## config.mk

```make
export PLATFORM = sky130hd
export DESIGN_NAME = min_sum_check_node
export DESIGN_NICKNAME = d
export VERILOG_FILES = /design/src/rtl/core/msc_pkg.sv /design/src/rtl/core/msc_front.sv /design/src/rtl/core/msc_row_fifo.sv /design/src/rtl/core/msc_back.sv /design/src/rtl/core/min_sum_check_node.sv
export SDC_FILE = /design/constraint.sdc
export NUM_CORES = 1
export LEC_CHECK = 0
export ABC_AREA = 1
export BUFFER_PORTS_ARGS = -buffer_cell sky130_fd_sc_hd__buf_2
export CAP_MARGIN = 30
export CORE_MARGIN = 2
export CORE_UTILIZATION = 60
export CTS_CLUSTER_SIZE = 16
export DETAILED_ROUTE_END_ITERATION = 10
export GPL_TIMING_DRIVEN = 1
export PLACE_DENSITY = 0.85
export SLEW_MARGIN = 20
export SYNTH_ARGS = -nofsm -noshare
export SYNTH_HDL_FRONTEND = slang
export SYNTH_SLANG_ARGS = --single-unit
```

## constraint.sdc

```tcl
create_clock -name i_clk -period 7.9 [get_ports i_clk]
set_input_delay 1.185 -clock i_clk [delete_from_list [all_inputs] [get_ports i_clk]]
set_output_delay 1.185 -clock i_clk [all_outputs]
set_load 0.05 [all_outputs]
```

## src/rtl/core/msc_pkg.sv

```systemverilog
// Shared constants and types for the min-sum check node.
// No dependencies; every other file in rtl/core imports this package.
package msc_pkg;

    localparam int MSC_MAX_DEGREE     = 32;
    localparam int MSC_LLR_WIDTH      = 16;
    // Rows that may sit between front and back; the message RAM has one bank per row.
    localparam int MSC_ROWS_IN_FLIGHT = 2;

    typedef enum logic {
        BK_FETCH,
        BK_EMIT
    } t_back_state;

endpackage

```

## src/rtl/core/msc_front.sv

```systemverilog
// Front end: accepts message beats, writes them to the message RAM and keeps
// running row statistics (sign product, two smallest magnitudes). Uses msc_pkg.
module msc_front import msc_pkg::*; #(
    parameter int MAX_DEGREE = MSC_MAX_DEGREE,
    parameter int LLR_WIDTH  = MSC_LLR_WIDTH,
    localparam int CNT_W  = $clog2(MAX_DEGREE + 1),
    localparam int IDX_W  = $clog2(MAX_DEGREE),
    localparam int MAG_W  = LLR_WIDTH - 1,
    localparam int DESC_W = CNT_W + 3 + IDX_W + 2 * MAG_W + 2 * LLR_WIDTH
) (
    input  logic                        i_clk,
    input  logic                        i_rst_n,
    input  logic                        i_valid,
    output logic                        o_stall,
    input  logic signed [LLR_WIDTH-1:0] i_edge_message,
    input  logic signed [LLR_WIDTH-1:0] i_partner_value,
    input  logic                        i_last_edge,
    input  logic                        i_full,
    output logic                        o_wr_en,
    output logic [IDX_W:0]              o_wr_addr,
    output logic [LLR_WIDTH-1:0]        o_wr_data,
    output logic                        o_push,
    output logic [DESC_W-1:0]           o_desc
);

    localparam logic [MAG_W-1:0] MAG_MAX = {MAG_W{1'b1}};

    logic [CNT_W-1:0]     r_count, n_count;
    logic                 r_ovf, n_ovf;
    logic                 r_bank;
    logic                 r_neg, n_neg;
    logic [MAG_W-1:0]     r_min1, n_min1;
    logic [MAG_W-1:0]     r_min2, n_min2;
    logic [IDX_W-1:0]     r_min_idx, n_min_idx;
    logic [LLR_WIDTH-1:0] r_first, n_first;

    logic                 accept;
    logic                 room;
    logic                 msg_neg;
    logic [LLR_WIDTH-1:0] msg_abs;
    logic [MAG_W-1:0]     msg_mag;
    logic [LLR_WIDTH-1:0] row_value;

    assign o_stall = i_full;
    assign accept  = i_valid && !i_full;

    always_comb begin
        msg_neg   = i_edge_message[LLR_WIDTH-1];
        msg_abs   = msg_neg ? (~i_edge_message + LLR_WIDTH'(1)) : i_edge_message;
        // only the most negative code sets the top bit of the absolute value
        msg_mag   = msg_abs[LLR_WIDTH-1] ? MAG_MAX : msg_abs[MAG_W-1:0];
        room      = r_count < CNT_W'(MAX_DEGREE);
        n_count   = r_count;
        n_ovf     = r_ovf;
        n_neg     = r_neg;
        n_min1    = r_min1;
        n_min2    = r_min2;
        n_min_idx = r_min_idx;
        n_first   = r_first;
        if (room) begin
            n_count = r_count + CNT_W'(1);
            if (r_count == '0) begin
                n_neg     = msg_neg;
                n_min1    = msg_mag;
                n_min2    = MAG_MAX;
                n_min_idx = '0;
                n_first   = i_edge_message;
            end else begin
                n_neg = r_neg ^ msg_neg;
                if (msg_mag < r_min1) begin
                    n_min2    = r_min1;
                    n_min1    = msg_mag;
                    n_min_idx = r_count[IDX_W-1:0];
                end else if (msg_mag < r_min2) begin
                    n_min2 = msg_mag;
                end
            end
        end else begin
            n_ovf = 1'b1;
        end
        if (n_count == CNT_W'(1)) begin
            row_value = n_first;
        end else if (n_neg) begin
            row_value = LLR_WIDTH'(0) - {1'b0, n_min1};
        end else begin
            row_value = {1'b0, n_min1};
        end
    end

    assign o_wr_en   = accept && room;
    assign o_wr_addr = {r_bank, r_count[IDX_W-1:0]};
    assign o_wr_data = i_edge_message;
    assign o_push    = accept && i_last_edge;
    assign o_desc    = {n_count, n_ovf, r_bank, n_neg, n_min_idx, n_min1, n_min2,
                        row_value, i_partner_value};

    always_ff @(posedge i_clk) begin
        if (!i_rst_n) begin
            r_count <= '0;
            r_ovf   <= 1'b0;
            r_bank  <= 1'b0;
        end else if (accept) begin
            if (i_last_edge) begin
                r_count <= '0;
                r_ovf   <= 1'b0;
                r_bank  <= ~r_bank;
            end else begin
                r_count <= n_count;
                r_ovf   <= n_ovf;
            end
        end
    end

    always_ff @(posedge i_clk) begin
        if (accept) begin
            r_neg     <= n_neg;
            r_min1    <= n_min1;
            r_min2    <= n_min2;
            r_min_idx <= n_min_idx;
            r_first   <= n_first;
        end
    end

    a_count_bound: assert property (@(posedge i_clk) disable iff (!i_rst_n)
        r_count <= CNT_W'(MAX_DEGREE))
        else $error("edge count above maximum degree");

    a_ovf_only_full: assert property (@(posedge i_clk) disable iff (!i_rst_n)
        r_ovf |-> r_count == CNT_W'(MAX_DEGREE))
        else $error("overflow set on a row that is not full");

endmodule

```

## src/rtl/core/msc_row_fifo.sv

```systemverilog
// Two-entry queue of closed-row descriptors between front and back.
// Entries stay until the back has emitted the whole row. Uses msc_pkg.
module msc_row_fifo import msc_pkg::*; #(
    parameter int WIDTH = 8
) (
    input  logic             i_clk,
    input  logic             i_rst_n,
    input  logic             i_push,
    input  logic [WIDTH-1:0] i_data,
    input  logic             i_pop,
    output logic [WIDTH-1:0] o_data,
    output logic             o_full,
    output logic             o_empty
);

    logic [WIDTH-1:0] r_slot [2];
    logic             r_wr_ptr;
    logic             r_rd_ptr;
    logic [1:0]       r_count;

    assign o_data  = r_slot[r_rd_ptr];
    assign o_full  = r_count == 2'(MSC_ROWS_IN_FLIGHT);
    assign o_empty = r_count == 2'd0;

    always_ff @(posedge i_clk) begin
        if (!i_rst_n) begin
            r_wr_ptr <= 1'b0;
            r_rd_ptr <= 1'b0;
            r_count  <= 2'd0;
        end else begin
            if (i_push) begin
                r_wr_ptr <= ~r_wr_ptr;
            end
            if (i_pop) begin
                r_rd_ptr <= ~r_rd_ptr;
            end
            case ({i_push, i_pop})
                2'b10:   r_count <= r_count + 2'd1;
                2'b01:   r_count <= r_count - 2'd1;
                default: r_count <= r_count;
            endcase
        end
    end

    always_ff @(posedge i_clk) begin
        if (i_push) begin
            r_slot[r_wr_ptr] <= i_data;
        end
    end

    a_no_overrun: assert property (@(posedge i_clk) disable iff (!i_rst_n)
        i_push |-> !o_full)
        else $error("row queue push while full");

endmodule

```

## src/rtl/core/msc_back.sv

```systemverilog
// Back end: holds the double-banked message RAM, reads one stored message per
// result, forms the corrected extrinsic value and drives the output register.
// Uses msc_pkg.
module msc_back import msc_pkg::*; #(
    parameter int MAX_DEGREE = MSC_MAX_DEGREE,
    parameter int LLR_WIDTH  = MSC_LLR_WIDTH,
    localparam int CNT_W  = $clog2(MAX_DEGREE + 1),
    localparam int IDX_W  = $clog2(MAX_DEGREE),
    localparam int MAG_W  = LLR_WIDTH - 1,
    localparam int DESC_W = CNT_W + 3 + IDX_W + 2 * MAG_W + 2 * LLR_WIDTH
) (
    input  logic                        i_clk,
    input  logic                        i_rst_n,
    input  logic                        i_wr_en,
    input  logic [IDX_W:0]              i_wr_addr,
    input  logic [LLR_WIDTH-1:0]        i_wr_data,
    input  logic [DESC_W-1:0]           i_desc,
    input  logic                        i_empty,
    output logic                        o_pop,
    output logic                        o_valid,
    input  logic                        i_stall,
    output logic signed [LLR_WIDTH-1:0] o_extrinsic,
    output logic signed [LLR_WIDTH-1:0] o_row_value,
    output logic                        o_overflow,
    output logic                        o_last_result
);

    localparam logic [MAG_W-1:0] MAG_MAX = {MAG_W{1'b1}};

    logic [LLR_WIDTH-1:0] r_mem [2 ** (IDX_W + 1)];
    logic [LLR_WIDTH-1:0] r_rd_data;

    t_back_state          r_state, n_state;
    logic [IDX_W-1:0]     r_idx;
    logic                 rd_en;
    logic                 load;

    logic [CNT_W-1:0]     d_count;
    logic                 d_ovf;
    logic                 d_bank;
    logic                 d_neg;
    logic [IDX_W-1:0]     d_min_idx;
    logic [MAG_W-1:0]     d_min1;
    logic [MAG_W-1:0]     d_min2;
    logic [LLR_WIDTH-1:0] d_row_value;
    logic [LLR_WIDTH-1:0] d_partner;

    logic                 is_last;
    logic                 edge_neg;
    logic [MAG_W-1:0]     edge_mag;
    logic                 p_neg;
    logic [LLR_WIDTH-1:0] p_abs;
    logic [MAG_W-1:0]     p_mag;
    logic                 out_neg;
    logic [MAG_W-1:0]     out_mag;
    logic [LLR_WIDTH-1:0] ext;

    logic                 r_out_valid;
    logic [LLR_WIDTH-1:0] r_ext;
    logic [LLR_WIDTH-1:0] r_row_value;
    logic                 r_ovf;
    logic                 r_last;

    assign {d_count, d_ovf, d_bank, d_neg, d_min_idx, d_min1, d_min2,
            d_row_value, d_partner} = i_desc;

    assign is_last = (CNT_W'(r_idx) + CNT_W'(1)) == d_count;

    always_ff @(posedge i_clk) begin
        if (i_wr_en) begin
            r_mem[i_wr_addr] <= i_wr_data;
        end
    end

    always_ff @(posedge i_clk) begin
        if (rd_en) begin
            r_rd_data <= r_mem[{d_bank, r_idx}];
        end
    end

    always_ff @(posedge i_clk) begin
        if (!i_rst_n) begin
            r_state <= BK_FETCH;
        end else begin
            r_state <= n_state;
        end
    end

    always_comb begin
        n_state = r_state;
        rd_en   = 1'b0;
        load    = 1'b0;
        o_pop   = 1'b0;
        unique case (r_state)
            BK_FETCH: begin
                if (!i_empty) begin
                    rd_en   = 1'b1;
                    n_state = BK_EMIT;
                end
            end
            BK_EMIT: begin
                if (!r_out_valid || !i_stall) begin
                    load    = 1'b1;
                    o_pop   = is_last;
                    n_state = BK_FETCH;
                end
            end
            default: n_state = BK_FETCH;
        endcase
    end

    always_comb begin
        edge_neg = d_neg ^ r_rd_data[LLR_WIDTH-1];
        edge_mag = (r_idx == d_min_idx) ? d_min2 : d_min1;
        p_neg    = d_partner[LLR_WIDTH-1];
        p_abs    = p_neg ? (~d_partner + LLR_WIDTH'(1)) : d_partner;
        p_mag    = p_abs[LLR_WIDTH-1] ? MAG_MAX : p_abs[MAG_W-1:0];
        if (d_partner == '0) begin
            out_neg = edge_neg;
            out_mag = edge_mag;
        end else begin
            // a zero magnitude carries no sign into the correction
            out_neg = (edge_neg && (edge_mag != '0)) ^ p_neg;
            out_mag = (p_mag < edge_mag) ? p_mag : edge_mag;
        end
        if (d_count == CNT_W'(1)) begin
            ext = d_partner;
        end else if (out_neg) begin
            ext = LLR_WIDTH'(0) - {1'b0, out_mag};
        end else begin
            ext = {1'b0, out_mag};
        end
    end

    always_ff @(posedge i_clk) begin
        if (!i_rst_n) begin
            r_idx       <= '0;
            r_out_valid <= 1'b0;
        end else begin
            if (load) begin
                r_idx       <= is_last ? '0 : r_idx + IDX_W'(1);
                r_out_valid <= 1'b1;
            end else if (!i_stall) begin
                r_out_valid <= 1'b0;
            end
        end
    end

    always_ff @(posedge i_clk) begin
        if (load) begin
            r_ext       <= ext;
            r_row_value <= d_row_value;
            r_ovf       <= d_ovf;
            r_last      <= is_last;
        end
    end

    assign o_valid       = r_out_valid;
    assign o_extrinsic   = r_ext;
    assign o_row_value   = r_row_value;
    assign o_overflow    = r_ovf;
    assign o_last_result = r_last;

    a_emit_has_row: assert property (@(posedge i_clk) disable iff (!i_rst_n)
        r_state == BK_EMIT |-> !i_empty)
        else $error("emitting with no row descriptor queued");

    a_idx_in_row: assert property (@(posedge i_clk) disable iff (!i_rst_n)
        !i_empty |-> CNT_W'(r_idx) < d_count)
        else $error("edge index past end of row");

    a_ovf_full_row: assert property (@(posedge i_clk) disable iff (!i_rst_n)
        (!i_empty && d_ovf) |-> d_count == CNT_W'(MAX_DEGREE))
        else $error("overflow row without maximum degree");

endmodule

```

## src/rtl/core/min_sum_check_node.sv

```systemverilog
// Top level of the min-sum LDPC check node: front end, row queue and back end.
// Depends on msc_pkg, msc_front, msc_row_fifo and msc_back.
//
//  Channel   Direction  Handshake          Fields
//  input     in         i_valid / o_stall  i_edge_message, i_partner_value, i_last_edge
//  output    out        o_valid / i_stall  o_extrinsic, o_row_value, o_overflow,
//                                          o_last_result
//
// The front end takes one message beat per cycle while o_stall is low; a row closes on the beat with i_last_edge.
// Each result passes two back-end steps, a message RAM read (BK_FETCH) and then the output register (BK_EMIT).
// Two rows may be in flight (one RAM bank each); the input stalls while both are pending.
// Reset is synchronous on i_rst_n low and empties the row queue; the RAM needs no clearing.
// A stalled output holds its beat; the back end reads the next message and waits on it.
module min_sum_check_node import msc_pkg::*; #(
    parameter int MAX_DEGREE = MSC_MAX_DEGREE,
    parameter int LLR_WIDTH  = MSC_LLR_WIDTH
) (
    input  logic                        i_clk,
    input  logic                        i_rst_n,
    input  logic                        i_valid,
    output logic                        o_stall,
    input  logic signed [LLR_WIDTH-1:0] i_edge_message,
    input  logic signed [LLR_WIDTH-1:0] i_partner_value,
    input  logic                        i_last_edge,
    output logic                        o_valid,
    input  logic                        i_stall,
    output logic signed [LLR_WIDTH-1:0] o_extrinsic,
    output logic signed [LLR_WIDTH-1:0] o_row_value,
    output logic                        o_overflow,
    output logic                        o_last_result
);

    localparam int CNT_W  = $clog2(MAX_DEGREE + 1);
    localparam int IDX_W  = $clog2(MAX_DEGREE);
    localparam int MAG_W  = LLR_WIDTH - 1;
    localparam int DESC_W = CNT_W + 3 + IDX_W + 2 * MAG_W + 2 * LLR_WIDTH;

    logic                 wr_en;
    logic [IDX_W:0]       wr_addr;
    logic [LLR_WIDTH-1:0] wr_data;
    logic                 push;
    logic                 pop;
    logic                 full;
    logic                 empty;
    logic [DESC_W-1:0]    desc_in;
    logic [DESC_W-1:0]    desc_out;

    msc_front #(
        .MAX_DEGREE (MAX_DEGREE),
        .LLR_WIDTH  (LLR_WIDTH)
    ) u_front (
        .i_clk           (i_clk),
        .i_rst_n         (i_rst_n),
        .i_valid         (i_valid),
        .o_stall         (o_stall),
        .i_edge_message  (i_edge_message),
        .i_partner_value (i_partner_value),
        .i_last_edge     (i_last_edge),
        .i_full          (full),
        .o_wr_en         (wr_en),
        .o_wr_addr       (wr_addr),
        .o_wr_data       (wr_data),
        .o_push          (push),
        .o_desc          (desc_in)
    );

    msc_row_fifo #(
        .WIDTH (DESC_W)
    ) u_row_fifo (
        .i_clk   (i_clk),
        .i_rst_n (i_rst_n),
        .i_push  (push),
        .i_data  (desc_in),
        .i_pop   (pop),
        .o_data  (desc_out),
        .o_full  (full),
        .o_empty (empty)
    );

    msc_back #(
        .MAX_DEGREE (MAX_DEGREE),
        .LLR_WIDTH  (LLR_WIDTH)
    ) u_back (
        .i_clk         (i_clk),
        .i_rst_n       (i_rst_n),
        .i_wr_en       (wr_en),
        .i_wr_addr     (wr_addr),
        .i_wr_data     (wr_data),
        .i_desc        (desc_out),
        .i_empty       (empty),
        .o_pop         (pop),
        .o_valid       (o_valid),
        .i_stall       (i_stall),
        .o_extrinsic   (o_extrinsic),
        .o_row_value   (o_row_value),
        .o_overflow    (o_overflow),
        .o_last_result (o_last_result)
    );

endmodule
```

Yosys cells after proc, flatten, opt, wreduce, memory -nomap -nowiden
Memories as Yosys holds them, arrays and structs flattened. A register that Yosys moved wholly into a read port is not among the register bits.
Index checks and enable logic that the tools add are counted.

storage, ports and cells
  register bits after elaboration = 105
  memory bits (writable) = 1176
  bits of input ports = 37
  output and inout port bits = 36
  memories = 2

operators by class
  $add $sub $neg = 9
  order comparisons = 4
  eq/ne operators = 8
  muxes and demuxes = 48
  bitwise gates (word level) = 9
  reduce and logical (&&, ||, !) cells = 14

memories
  memory             depth  bits a word  rd ports  clocked after Yosys merged registers in  write ports  RTL line            RTL
  u_back.r_mem       64     16           1         1                                        1            msc_back.sv:30      logic [LLR_WIDTH-1:0] r_mem [2 ** (IDX_W + 1)];
  u_row_fifo.r_slot  2      76           1         1                                        1            msc_row_fifo.sv:16  logic [WIDTH-1:0] r_slot [2];

operators with widths
  operator                                                                number
  15-bit 2-to-1 mux                                                       12
  16-bit 2-to-1 mux                                                       8
  15-bit < comparator                                                     3
  16-bit NOT                                                              2
  1-bit by 15-bit subtractor with 16-bit output (first input constant)    2
  1-bit 2-to-1 mux                                                        20
  5-bit 2-to-1 mux                                                        4
  16-bit by 1-bit adder with 16-bit output (second input constant)        1
  16-bit by 2-bit adder with 16-bit output (second input constant)        1
  16-bit zero test                                                        1
  15-bit nonzero test                                                     1
  6-bit by 1-bit equality test with 1-bit output (second input constant)  2
  6-bit 2-to-1 mux                                                        2
  5-bit by 1-bit adder with 6-bit output (second input constant)          1
  6-bit by 1-bit adder with 6-bit output (second input constant)          1
  6-bit equality test                                                     1
  6-bit zero test                                                         1
  6-bit < comparator (second input constant)                              1
  5-bit by 1-bit adder with 5-bit output (second input constant)          1
  5-bit equality test                                                     1
  2-bit equality test (second input constant)                             2
  1-bit logical AND                                                       4
  1-bit NOT                                                               4
  2-bit case mux with 2 select lines                                      1
  11 further kinds                                                        15

Longest topological paths before layout
Gate-level depths: netlist (run 1).

  word-level depth = 11
  gate-level depth with buffers = 34
  mapped depth without buffers = 31

By module
Synthesis (run 1) repeated with hierarchy kept, for this count alone.

second synthesis, totals
  cells, all modules = 1722
  area, all modules = 17392.9 um^2

by module, submodules not included
  module        instances  cells each  area an instance (um^2)
  msc_back      1          768         6498.7
  msc_row_fifo  1          271         5864.4
  msc_front     1          683         5029.8

Worst setup path before layout (run 1)
Ideal clock, no wire load.

  path type = input port to flip-flop
  start = input port i_valid
  end = memory u_row_fifo.r_slot[0][0] in the netlist's numbering, enable pin
  setup time = 0.511 ns
  arrival time = 6.123 ns
  path slack = 1.267 ns
  stages on the path = 4
  path buffers = 0
  cell sequence = o21ai_1 inv_1 nand2_1 nor2_1

on the way
  longest elaborated chain between the ends = 4

ends and longest elaborated chain
  what                                    RTL line                  RTL
  start: declaration                      min_sum_check_node.sv:20  input logic i_valid,
  1-bit logical AND                       msc_front.sv:45           assign accept = i_valid && !i_full;
  net u_front.accept                      msc_front.sv:37           logic accept;
  1-bit logical AND                       msc_front.sv:93           assign o_push = accept && i_last_edge;
  1-bit 2-to-1 mux                        msc_row_fifo.sv:46        if (i_push) begin
  1-bit 2-to-1 mux (implied by the code)  msc_row_fifo.sv:47        r_slot[r_wr_ptr] <= i_data;
  end: declaration                        msc_row_fifo.sv:16

The timed path passes the listed nets, and every way through them passes these cells.

Worst setup path after layout (run 1)
  start = input port i_edge_message[0]
  end = memory u_row_fifo.r_slot[0][21] in the netlist's numbering (data pin)

on the way
  longest elaborated chain between the ends = 11

ends and longest elaborated chain
  what                                           RTL line                  RTL
  start: declaration                             min_sum_check_node.sv:22  input logic signed [LLR_WIDTH-1:0] i_edge_message,
  16-bit NOT                                     msc_front.sv:49           msg_abs = msg_neg ? (~i_edge_message + LLR_WIDTH'(1)) : i_edge_message;
  16-bit by 2-bit adder with 16-bit output       msc_front.sv:49
  16-bit 2-to-1 mux (*)                          msc_front.sv:49
  15-bit 2-to-1 mux (*)                          msc_front.sv:51           msg_mag = msg_abs[LLR_WIDTH-1] ? MAG_MAX : msg_abs[MAG_W-1:0];
  15-bit < comparator                            msc_front.sv:70           if (msg_mag < r_min1) begin
  15-bit 2-to-1 mux                              msc_front.sv:70
  15-bit 2-to-1 mux (*)                          msc_front.sv:62           if (r_count == '0) begin
  15-bit 2-to-1 mux (*)                          msc_front.sv:60           if (room) begin
  1-bit by 15-bit subtractor with 16-bit output  msc_front.sv:84           row_value = LLR_WIDTH'(0) - {1'b0, n_min1};
  16-bit 2-to-1 mux (*)                          msc_front.sv:83           end else if (n_neg) begin
  16-bit 2-to-1 mux (*)                          msc_front.sv:81           if (n_count == CNT_W'(1)) begin
  net desc_in[21]                                min_sum_check_node.sv:45  logic [DESC_W-1:0] desc_in;

Mark *: on every way through the listed nets, which the timed path passes. The rest lies on a longest branch.

==> results list, run 1 <==
- TritonCTS clock tree: done
* Worst setup path category: in2reg
* CP top delay family: simple AND/OR/NAND/NOR gates
* DR vias/cell: 5.84
* EDFF count, synth: 303
- Peak supply drop: 184 µV
* Remaining Overflow, GRT: 0
- STA puts the critical path data arrival time at 5.81 ns.
- Max Fclk: 0.180 GHz
- Core Footprint: 27100 µm²
- Post-synthesis cell area: 16600 µm²
- Yosys printed 0 warnings.
* Minimum period implied by the final worst setup slack: 5.55 ns
- Buffers inserted to repair hold after CTS numbered 0.
- Synth cell types: 50
- Input and output buffers added on the ports amount to 72.
* Layout overhead on the synthesized area: 10.7%
- Fin. Hold Viols: 0
- Depth of the CTS H-tree: 2
- The share of the synthesized area in compound gates (AO/OA/AOI/OAI) is 0.0966.
- The clock reaches the later pin of the worst-skew pair after 0.53 ns.
- Counting flops and latches in the post-synthesis netlist gives 323.
- In the final layout, flip-flops and latches occupy 9500 µm².
- The routed layout has 13.1k vias.
* Critical-path cell with the highest stage delay: sky130_fd_sc_hd__o21ai_0
- Power density normalized to cell area: 232 nW/µm²
- Fraction of the mapped netlist area in simple logic gates: 0.214
* Wire length per cell after detailed routing: 18.2 µm
- WP buf/inv: 4
- Across the routed clock network, the largest skew measured is 0.0282 ns.
- The congestion estimate from routability-driven global placement came to 0.905.
- In this run the horizontal extent of the chip is 170 µm.
- The cell sitting at the root of the clock tree is a sky130_fd_sc_hd__clkbuf_16.
- Of the total power, the clock network draws 0.372.
- Clock slew at the register clock pins of the worst setup and hold paths: 0.06 ns
- Crit path launch type: input port
- 73 I/O pins were placed.
* Worst slew margin relative to its limit: 0.396
- In this run, CTS created clock tree buffers numbering 34.
* Period Utilization, post-route: 0.703
- Buffer levels on the longest clock path: 3
- CTS saw 323 sinks.
- Sequential cell area fraction in the yosys report: 0.571
* Final core utilization: 0.679
- Adder and majority cell fraction of the synthesized area: 0.0376
* Final total negative setup slack: 0 ns
- Post-cts gate resize count: 0
- Of all flip-flops after synthesis, the portion carrying an async set or reset was 0.
- The number of antenna diodes in the final layout is 0.
- Class of the most critical hold timing path: reg2reg
* CP peak stage delay: 0.58 ns
- Final setup violation count: 0
* Die Y: 170 µm
- The first routing iteration left 1391 violations.
- Combinational fraction of design power: 0.158
- The analysis attributes to cell leakage a power of 0.00762 µW.
- Nets@finish: 1930
* Max-capacitance violation count: 0
- The finished layout holds 2241 standard cells, fillers aside.
- Sequential share of power: 0.470
- Number of max-slew violations in the final report: 0
* RSZ-0062 raised after global routing: no
* Post-synth top flop: sky130_fd_sc_hd__edfxtp_1
- Antenna Nets Post-Route: 0
- Switching power: 1170 µW
* Mapped Avg Cell Area: 9.35 µm²
- Cell internal power was estimated by the tool at 3100 µW.
- Switching fraction of total power: 0.274
- Of the cells placed in the final design, the portion with a size suffix greater than 1 is 0.105.
- Die Footprint: 29100 µm²
- The via count of the first global-routing pass came to 12.3k.
* Initial core utilization: 0.614
* Total setup buffers inserted after CTS: 0
* Most Frequent Cell on Critical Path: sky130_fd_sc_hd__nor2_1
- Synthesized net count: 1866
- TritonRoute pass-1 iters: 7
* Transition time of the tightest slew-check pin: 0.906 ns
* Overall power of the completed layout: 4270 µW
- After detailed routing, the number of remaining DRC violations is 0.
* Number of inserted filler cells in the final layout: 2006
- The first global-routing pass estimated 63.7 mm of wire.
- XOR/XNOR Fraction of Synth Area: 0.0179
- Routed wire length: 40.8 mm
* Post-synthesis cell count: 1779
* Std cell rows: 60
- Critical Path End Type: register
- Summing all multi-input logic gate instances after layout gives 6140 µm².
- Worst hold slack: 0.458 ns
* Largest family of logic cells by synthesized area: simple AND/OR/NAND/NOR gates
- Number of placed cells counting well taps: 2176
- Mux cell area share after synthesis: 0.00241
* Required time of the critical path: 8.16 ns
- The flow ran to the end, and the final reports show no timing, DRC or antenna violations.
- Initial antenna violation count: 0
* Post-detailed-placement half-perimeter wirelength: 26.9 mm
- Largest net degree at the start of global routing: 79
* Overall fraction of global-route tracks in use: 0.283
- Biggest fanout along the worst timing path: 33
registers in the layout, indices dropped and copies added (netlist names), 2 cells and up, named ones only:
| register | count |
|---|---|
| u_back.r_mem | 64 |
| u_back.o_extrinsic | 16 |
| u_back.o_row_value | 16 |
| u_front.r_count | 6 |
| u_row_fifo.r_slot | 152 |
| u_front.r_min2 | 15 |
| u_front.r_min1 | 15 |
| u_front.r_min_idx | 5 |
| u_row_fifo.r_count | 2 |
| u_front.r_first | 16 |
| u_back.r_idx | 5 |
synthesized netlist by cell type, types with 9 or more instances:
| library cell | instances | area [µm²] |
|---|---|---|
| sky130_fd_sc_hd__nand2_2 | 16 | 100 |
| sky130_fd_sc_hd__a21oi_1 | 83 | 415 |
| sky130_fd_sc_hd__xor2_1 | 29 | 254 |
| sky130_fd_sc_hd__nand2_1 | 507 | 1900 |
| sky130_fd_sc_hd__edfxtp_1 | 303 | 9100 |
| sky130_fd_sc_hd__nor2_1 | 167 | 627 |
| sky130_fd_sc_hd__dfxtp_1 | 20 | 400 |
| sky130_fd_sc_hd__ha_1 | 50 | 626 |
| sky130_fd_sc_hd__o21ai_0 | 103 | 515 |
| sky130_fd_sc_hd__nand4_1 | 22 | 138 |
| sky130_fd_sc_hd__clkbuf_1 | 39 | 146 |
| sky130_fd_sc_hd__o221ai_1 | 16 | 140 |
| sky130_fd_sc_hd__inv_1 | 171 | 642 |
| sky130_fd_sc_hd__o21ai_1 | 23 | 115 |
| sky130_fd_sc_hd__nand3_1 | 99 | 495 |
| sky130_fd_sc_hd__o211ai_1 | 9 | 67.6 |
| sky130_fd_sc_hd__a32oi_1 | 15 | 131 |
cell usage in the layout, fill, tap and decap left out, types with 22 or more instances in the layout:
| cell type | instances |
|---|---|
| sky130_fd_sc_hd__nand2_1 | 507 |
| sky130_fd_sc_hd__ha_1 | 50 |
| sky130_fd_sc_hd__edfxtp_1 | 303 |
| sky130_fd_sc_hd__o21ai_1 | 23 |
| sky130_fd_sc_hd__o21ai_0 | 103 |
| sky130_fd_sc_hd__a21oi_1 | 83 |
| sky130_fd_sc_hd__nor2_1 | 165 |
| sky130_fd_sc_hd__inv_1 | 170 |
| sky130_fd_sc_hd__nand4_1 | 22 |
| sky130_fd_sc_hd__xor2_1 | 29 |
| sky130_fd_sc_hd__buf_2 | 73 |
| sky130_fd_sc_hd__nand3_1 | 99 |
| sky130_fd_sc_hd__clkbuf_16 | 34 |
power groups by stage:
stage | Sequential [µW] | Clock (µW) | Combinational [µW]
floorplan | 2090 | 0 | 419
global placement | 2040 | 0 | 624
detailed placement | 2040 | 0 | 651
CTS | 2010 | 1600 | 656
global route | 2010 | 1660 | 744
finish | 2010 | 1590 | 673
metal layers:
| layer | GRT usage | part of all wire |
|---|---|---|
| met3 | 0.0379 | 0.082 |
| met5 | 0 | 0 |
| met4 | 0.116 | 0.036 |
| met1 | 0.376 | 0.40 |
| met2 | 0.472 | 0.48 |
cell families (layout without fill, tap and decap cells):
logic type,count (synthesis),count (layout)
buffers and inverters,242,332
muxes,4,4
adders and majority gates,50,50
and+or+nand+nor,850,850
AOI/OAI and AO/OA,276,276
DFF,323,323
xor gates and xnor gates,34,34
through the flow:
step,setup WS [ns],instance area (µm²)
3_3_place_gp,1.91,17200
6_report,2.35,18400
5_1_grt,1.78,18400
3_5_place_dp,1.95,17300
4_1_cts,2.41,18400
2_1_floorplan,1.27,16600
area by class of cell:
type,instances,area share
repair buffers,90,0.0283
well taps,372,0.0253
clock inverters,24,0.0128
multi-input cells,1214,0.334
inverters,180,0.0371
flip-flops and latches,323,0.516
clock buffers,38,0.0470
final timing paths:
check	from	end	slack (ns)	cells past startpoint
worst max-delay path	i_edge_message[0]	u_row_fifo.r_slot[0][21]$_DFFE_PP_	2.35	26
worst min register to register	u_row_fifo.r_count[1]$_SDFFE_PN0P_	u_row_fifo.r_count[1]$_SDFFE_PN0P_	0.46	1
worst min-delay path	u_row_fifo.r_count[1]$_SDFFE_PN0P_	u_row_fifo.r_count[1]$_SDFFE_PN0P_	0.46	1
worst max register to register	u_back.r_idx[2]$_SDFFE_PN0P_	u_back.o_extrinsic[4]$_DFFE_PP_	2.52	23
Note: power is estimated with default switching activity, not from simulation.
==> run 2, diff against run 1 <==
--- a/config.mk
+++ b/config.mk
@@ -5,15 +5,15 @@
 export SDC_FILE = /design/constraint.sdc
 export NUM_CORES = 1
 export LEC_CHECK = 0
-export ABC_AREA = 1
+export ABC_AREA = 0
 export BUFFER_PORTS_ARGS = -buffer_cell sky130_fd_sc_hd__buf_2
 export CAP_MARGIN = 30
 export CORE_MARGIN = 2
-export CORE_UTILIZATION = 60
+export CORE_UTILIZATION = 56
 export CTS_CLUSTER_SIZE = 16
 export DETAILED_ROUTE_END_ITERATION = 10
 export GPL_TIMING_DRIVEN = 1
-export PLACE_DENSITY = 0.85
+export PLACE_DENSITY = 0.83
 export SLEW_MARGIN = 20
 export SYNTH_ARGS = -nofsm -noshare
 export SYNTH_HDL_FRONTEND = slang
==> constraint.sdc (replaced) <==
create_clock -name i_clk -period 4.7 [get_ports i_clk]
set_input_delay 0.705 -clock i_clk [delete_from_list [all_inputs] [get_ports i_clk]]
set_output_delay 0.705 -clock i_clk [all_outputs]
set_load 0.05 [all_outputs]
==> results list, run 2 <==
- The run finished, with violations left.
* Violations in the final reports: setup timing
- The floorplan step defined a die boundary enclosing 31200 µm².
- Across the run, the number of max-cap violations was 0.
* Overall fraction of global-route tracks in use: 0.275
* Std cell rows: 63
* Final total negative setup slack: -0.409 ns
- Top-level I/O count: 73
* TritonCTS clock tree: done
* EDFF count, synth: 303
- The initial antenna violation count is 0.
- For the pin with the worst max-slew slack, the measured transition is 0.923 ns.
* Worst slew margin relative to its limit: 0.383
- Routed via count: 12.5k
* Cell taking the most area after synthesis: sky130_fd_sc_hd__edfxtp_1
- At the end of the flow the core is filled with cells to 0.704.
* CP peak stage delay: 0.40 ns
- Required time of the critical path: 4.99 ns
- Post-synthesis cell count: 1380
* Buffer levels on the longest clock path: 3
- TritonCTS created 35 clock buffers.
* RSZ-0062 raised after global routing: yes
- Sequential cell area fraction in the yosys report: 0.570
- Top cells by count, synth: sky130_fd_sc_hd__edfxtp_1 (303), sky130_fd_sc_hd__nor2_1 (153), sky130_fd_sc_hd__nand2_1 (108)
- Setup slack on the critical path of the routed design comes to -0.149 ns.
- Share of flip-flops with an asynchronous set or reset after synthesis: 0
* Antenna cell count: 0
- Based on the critical path, the design can be clocked at up to 0.206 GHz.
- In the routed design, unresolved DRC markers number 0.
- Synth cell types: 74
- The cell area that synthesis handed to floorplanning was 16700 µm².
* Drt first-iter violations: 1131
- Summed over all nets, the half-perimeter wirelength after detailed placement is 30.7 mm.
* Commonest cells after routing, fill and taps aside: sky130_fd_sc_hd__edfxtp_1 (303), sky130_fd_sc_hd__buf_4 (216), sky130_fd_sc_hd__nor2_1 (148)
- Most Frequent Cell on Critical Path: sky130_fd_sc_hd__buf_6
* DR vias/cell: 6.01
- Layout overhead on the synthesized area: 24.5%
* Wire length per cell after detailed routing: 20.8 µm
- Worst-skew pair later-pin latency: 0.53 ns
- Across the VDD grid, the largest voltage drop is 441 µV.
* Core Footprint: 29500 µm²
* Dominant cell by count in the synthesized netlist: sky130_fd_sc_hd__edfxtp_1
- The H-tree was split into 2 levels.
- The worst setup path is of the reg2reg kind.
- CP top delay family: compound AO/OA/AOI/OAI gates
- Lkg Pwr: 0.00781 µW
- Routability-driven placement finished with a final weighted congestion of 0.984.
* Cts-stage hold buffer count: 0
- The first detailed-routing pass took 8 iterations.
- The count of pins over their slew limit came to 0.
- Counting every sink on the clock net gives 323.
* Power density normalized to cell area: 367 nW/µm²
* Die Y: 177 µm
- Entering global routing, the biggest net connects 65 pins.
- Biggest fanout along the worst timing path: 7
- The share of synthesized area in the top cell type comes to 0.546.
* Mapped Avg Cell Area: 12.1 µm²
- Period Utilization, post-route: 1.03
* Via count of the first global-routing pass: 12.2k
- Register ranked first by flip-flop count: u_row_fifo.r_slot
- The critical path contains buffers and inverters numbering 7 combined.
- The largest registers in the layout are u_row_fifo.r_slot x152, u_back.r_mem x64.
* Critical-path cell with the highest stage delay: sky130_fd_sc_hd__dfxtp_4
- Max reg flops: 152
- Clock-pin slew was measured on the worst setup and hold paths at 0.07 ns.
* Die X-Extent: 177 µm
- Post-synth top flop: sky130_fd_sc_hd__edfxtp_1
- Wire length of the first global-routing pass: 66.1 mm
- Crit path launch type: register
* Synthesized net count: 1467
* Initial core utilization: 0.565
- Data arrives at the worst endpoint at 5.13 ns.
* Class of the most critical hold timing path: in2reg
- Most common cell after layout, fill and taps aside: sky130_fd_sc_hd__edfxtp_1
* Final setup violation count: 4
- Remaining Overflow, GRT: 0
* Routed wire length: 43.2 mm
- Share of post-route cells with drive strength above 1: 0.319
* Register bit total from synthesis: 323
- Critical Path End Type: register
- Subtracting the final worst setup slack from the clock period gives 4.85 ns.
- Between clock sinks in the finished design, the worst skew comes to 0.0191 ns.
- After the last flow step, the layout net total stands at 1744.
- Total of warnings raised by yosys: 0
- The number of endpoints with negative hold slack in the final report is 0.
- In this run the remaining antenna-violating nets after routing total 0.
- Count of buffers inserted at the top-level ports: 72
* Buffer cell driving the clock tree root: sky130_fd_sc_hd__clkbuf_16
- Synth top area cells: sky130_fd_sc_hd__edfxtp_1 (55%), sky130_fd_sc_hd__mux4_2 (4.6%), sky130_fd_sc_hd__ha_1 (3.8%)
-- run 2: cell types whose count changed after synthesis, sizes merged, moves of 16 or more --
cell / previous run / this run
mux2i: 4 / 44
xnor2: 5 / 37
mux4: 0 / 35
mux2: 0 / 40
nor3: 9 / 45
xor2: 29 / 13
nand3: 102 / 30
a31oi: 4 / 21
inv: 175 / 73
a21o: 3 / 19
nor2: 176 / 154
o21ai: 129 / 49
nand2: 529 / 109
-- run 2: final timing paths --
kind | from | endpoint | cells past startpoint | slack [ns]
worst max-delay path | register | u_back.o_extrinsic[14]$_DFFE_PP_ | 26 | -0.15
worst min-delay path | i_partner_value[0] | u_row_fifo.r_slot[1][0]$_DFFE_PP_ | 1 | 0.37
worst max register to register | register | u_back.o_extrinsic[14]$_DFFE_PP_ | 26 | -0.15
worst min register to register | u_front.r_ovf$_SDFFE_PN0P_ | u_front.r_ovf$_SDFFE_PN0P_ | 2 | 0.47
-- run 2: cell families after synthesis --
family / count (synthesis) / share of synthesized area
compound gates: 258 / 0.101
xor+xnor: 50 / 0.0274
fa+ha+maj: 50 / 0.0375
buf+inv: 135 / 0.0346
flops: 323 / 0.570
mux: 119 / 0.101
simple gates: 445 / 0.129
-- run 2: layer usage --
layer,up-vias,share of wire,global-route usage
li1,5761,-,-
met1,6087,0.41,0.363
met2,502,0.49,0.461
met3,106,0.065,0.0437
met4,0,0.037,0.103
met5,-,0,0
-- run 2: area by class of cell --
| type | count | area, µm² |
|---|---|---|
| sequential | 323 | 9500 |
| fill | 2070 | 8720 |
| multi-input combinational | 922 | 7120 |
| timing repair buffer | 302 | 2200 |
| clock buffer | 45 | 945 |
| tap | 390 | 488 |
| inverter | 73 | 274 |
| clock inverter | 19 | 231 |
-- run 2: metrics by stage --
step                      setup slack, ns  hold WS [ns]  total power, µW  instance area, µm²  cells
after floorplan                    -0.452         0.424             4260               16900   1380
after global placement             -0.286         0.446             4720               19000   1981
after detailed placement           -0.338         0.457             4750               19000   1982
after CTS                        -0.00600         0.354             7620               20600   2070
after global routing               -0.323         0.359             7880               20800   2074
final                              -0.149         0.373             7620               20800   2074
-- run 2: worst reg2reg max path: cells and delay by family (launching register included) --
family | cells | cell delay, ns
compound gates | 9 | 1.27
xor+xnor | 1 | 0.29
fa+ha+maj | 2 | 0.43
buf+inv | 7 | 0.92
flops | 1 | 0.40
mux | 2 | 0.57
simple gates | 5 | 0.73
-- run 2: what timing repair did --
item / in CTS / in global routing
setup buffers: 24 / 6
gates resized for setup: 42 / 31
pin swaps: 22 / 13
endpoints found under the setup margin: 8 / 14
-- run 2: report_power, final --
| part | total (µW) | switching [µW] | internal (µW) |
|---|---|---|---|
| registers | 3400 | 67.5 | 3340 |
| logic | 1380 | 816 | 561 |
| clock network | 2840 | 1130 | 1710 |
==> run 3, diff against run 2 <==
--- a/config.mk
+++ b/config.mk
@@ -9,11 +9,11 @@
 export BUFFER_PORTS_ARGS = -buffer_cell sky130_fd_sc_hd__buf_2
 export CAP_MARGIN = 30
 export CORE_MARGIN = 2
-export CORE_UTILIZATION = 56
+export CORE_UTILIZATION = 60
 export CTS_CLUSTER_SIZE = 16
 export DETAILED_ROUTE_END_ITERATION = 10
 export GPL_TIMING_DRIVEN = 1
-export PLACE_DENSITY = 0.83
+export PLACE_DENSITY = 0.85
 export SLEW_MARGIN = 20
 export SYNTH_ARGS = -nofsm -noshare
 export SYNTH_HDL_FRONTEND = slang
==> constraint.sdc (replaced) <==
create_clock -name i_clk -period 5.77 [get_ports i_clk]
set_input_delay 0.8655 -clock i_clk [delete_from_list [all_inputs] [get_ports i_clk]]
set_output_delay 0.8655 -clock i_clk [all_outputs]
set_load 0.05 [all_outputs]
==> results list, run 3 (same netlist as run 2, synthesis figures left out) <==
- Period Utilization, post-route: 0.929
- Setup repair after global routing left no endpoint under its margin.
- In this run the tool buffered the top-level ports with 72 buffer cells.
* Footprint of the multi-input gates: 6650 µm²
- Once detailed placement completed, the half-perimeter wirelength came to 27.4 mm.
- TritonRoute pass-1 iters: 6
* Setup Skew: 0.0247 ns
- Fin. Hold Viols: 0
* Antenna Nets Post-Route: 0
- The register with the most flip-flops in the final layout is u_row_fifo.r_slot.
- For this run, design rule violations remaining after detail routing come to 0.
- The worst setup path is of the reg2reg kind.
* Depth of the CTS H-tree: 2
- Class of the most critical hold timing path: reg2reg
- Number of placed cells counting well taps: 1815
* Number of clock buffers inserted by TritonCTS: 34
- During I/O placement, the number of pins put on the boundary was 73.
- The congestion estimate from routability-driven global placement came to 0.985.
- The floorplan step defined a die boundary enclosing 29100 µm².
* Worst hold slack: 0.503 ns
* Flip-flop and latch area: 9500 µm²
* Overall fraction of global-route tracks in use: 0.275
- Number of max-slew violations in the final report: 0
- Critical Path End Type: register
- Buffer cell driving the clock tree root: sky130_fd_sc_hd__clkbuf_16
- Worst slew margin relative to its limit: 0.431
* Antenna cell count: 0
* Peak supply drop: 287 µV
- The final route contains 11.9k vias.
- Std cell rows: 61
* Initial antenna violation count: 0
- CTS saw 323 sinks.
* Power density normalized to cell area: 309 nW/µm²
* Biggest fanout along the worst timing path: 28
* Outcome: complete, no violations
- Core Footprint: 27600 µm²
- After global routing the overflow that remains totals 0.
- Wire length of the first global-routing pass: 61.6 mm
- Worst-skew pair later-pin latency: 0.51 ns
- Max-cap violations in this run came to 0.
- Clock-pin slew was measured on the worst setup and hold paths at 0.06 ns.
- Buffer levels on the longest clock path: 3
* Max Fclk: 0.187 GHz
- Routed wire length: 39.5 mm
- STA puts the critical path data arrival time at 5.62 ns.
- After detailed routing, the number of vias per cell comes to 6.33.
- Final setup violation count: 0
* Max reg flops: 152
* Via count of the first global-routing pass: 11.5k
- Leaving out fill and tap cells, the most frequent cell in the layout is sky130_fd_sc_hd__edfxtp_1.
* Number of non-filler instances in the completed layout: 1873
- STA classifies the critical path startpoint as a register.
* Nets@finish: 1560
- Drt first-iter violations: 1062
- Wire length per cell after detailed routing: 21.1 µm
- For the worst setup path, the data required time is 6.03 ns.
- The die is 171 µm tall.
- TritonCTS built the clock tree.
- Biggest registers after layout: u_row_fifo.r_slot x152, u_back.r_mem x64
* Minimum period implied by the final worst setup slack: 5.36 ns
* Lkg Pwr: 0.00677 µW
- Entering global routing, the biggest net connects 65 pins.
* Share of post-route cells with drive strength above 1: 0.185
- For the pin with the worst max-slew slack, the measured transition is 0.854 ns.
* Total setup buffers inserted after CTS: 0
* Commonest cells after routing, fill and taps aside: sky130_fd_sc_hd__edfxtp_1 (303), sky130_fd_sc_hd__nor2_1 (152), sky130_fd_sc_hd__nand2_1 (108)
* Layout overhead on the synthesized area: 12.2%
- Final total negative setup slack: 0 ns
* Initial core utilization: 0.605
* Die X-Extent: 171 µm
* Cell area reported after detailed placement: 17600 µm²
- Layout Cell Area excl Fill: 18700 µm²
* Number of inserted filler cells in the final layout: 1938
==> run 3: cell count changes in the layout (fill, tap and decap cells not counted), moves of 8 or more <==
cell                      previous run  this run
sky130_fd_sc_hd__inv_2              13         1
sky130_fd_sc_hd__a21oi_1            60        68
sky130_fd_sc_hd__inv_1              60        72
sky130_fd_sc_hd__buf_4             216        44
sky130_fd_sc_hd__ha_1               38        49
sky130_fd_sc_hd__ha_4               11         0
==> run 3: worst paths after layout <==
| path | slack (ns) | startpoint | endpoint | cells after the start |
|---|---|---|---|---|
| hold reg to reg | 0.50 | u_front.r_ovf$_SDFFE_PN0P_ | u_front.r_ovf$_SDFFE_PN0P_ | 2 |
| setup / recovery | 0.41 | register | u_back.o_extrinsic[8]$_DFFE_PP_ | 23 |
| hold / removal | 0.50 | u_front.r_ovf$_SDFFE_PN0P_ | u_front.r_ovf$_SDFFE_PN0P_ | 2 |
| setup reg to reg | 0.41 | register | u_back.o_extrinsic[8]$_DFFE_PP_ | 23 |
==> run 3: power by group <==
group | leakage [µW] | switching [µW] | internal (µW)
clock | 0.000506 | 865 | 1210
sequential | 0.00292 | 54.3 | 2720
combinational | 0.00335 | 606 | 331
==> run 3: through the flow <==
step | util | total power, µW | worst slack (ns)
5_1_grt | 0.679 | 5980 | 0.0880
3_5_place_dp | 0.640 | 3730 | 0.0997
2_1_floorplan | - | 3450 | 0.0188
3_3_place_gp | 0.639 | 3700 | 0.268
4_1_cts | 0.678 | 5800 | 0.253
6_report | 0.679 | 5780 | 0.412
==> run 3: worst max-delay path: stages (launching register included) <==
cell and delay (ns):
sky130_fd_sc_hd__dfxtp_4 0.58, sky130_fd_sc_hd__mux2_2 0.43, sky130_fd_sc_hd__inv_1 0.07, sky130_fd_sc_hd__ha_1 0.20
sky130_fd_sc_hd__o221ai_1 0.30, sky130_fd_sc_hd__o211ai_1 0.26, sky130_fd_sc_hd__o31ai_1 0.10, sky130_fd_sc_hd__a22oi_1 0.34
sky130_fd_sc_hd__ha_1 0.32, sky130_fd_sc_hd__a21oi_1 0.15, sky130_fd_sc_hd__nor2b_1 0.06, sky130_fd_sc_hd__o211ai_1 0.15
sky130_fd_sc_hd__a21oi_1 0.09, sky130_fd_sc_hd__nand4bb_1 0.28, sky130_fd_sc_hd__a21o_1 0.26, sky130_fd_sc_hd__nor2_1 0.09
sky130_fd_sc_hd__a21oi_1 0.07, sky130_fd_sc_hd__ha_1 0.20, sky130_fd_sc_hd__o2111ai_1 0.08, sky130_fd_sc_hd__a211oi_1 0.08
sky130_fd_sc_hd__a41oi_2 0.34, sky130_fd_sc_hd__a21oi_1 0.10, sky130_fd_sc_hd__or3_1 0.32, sky130_fd_sc_hd__a31o_1 0.22
==> run 3: timing repair <==
action / 4_1_cts / 5_1_grt
endpoints found under the hold margin: 0 / 0
hold buffers: 0 / 0
setup endpoints to repair: 0 / 4
gates resized for setup: 0 / 5
==> run 3: area by class of cell <==
class	instances	area share
flip-flops and latches	323	0.508
multi-input cells	922	0.356
clock buffers	44	0.0509
repair buffers	119	0.0401
well taps	378	0.0253
inverters	73	0.0147
clock inverters	14	0.00522
==> run 3: routing by layer <==
layer,global-route usage,vias to the layer above,share of wire
li1,-,5379,-
met1,0.364,5785,0.39
met2,0.457,596,0.49
met3,0.0451,103,0.086
met4,0.113,0,0.034
met5,0,-,0
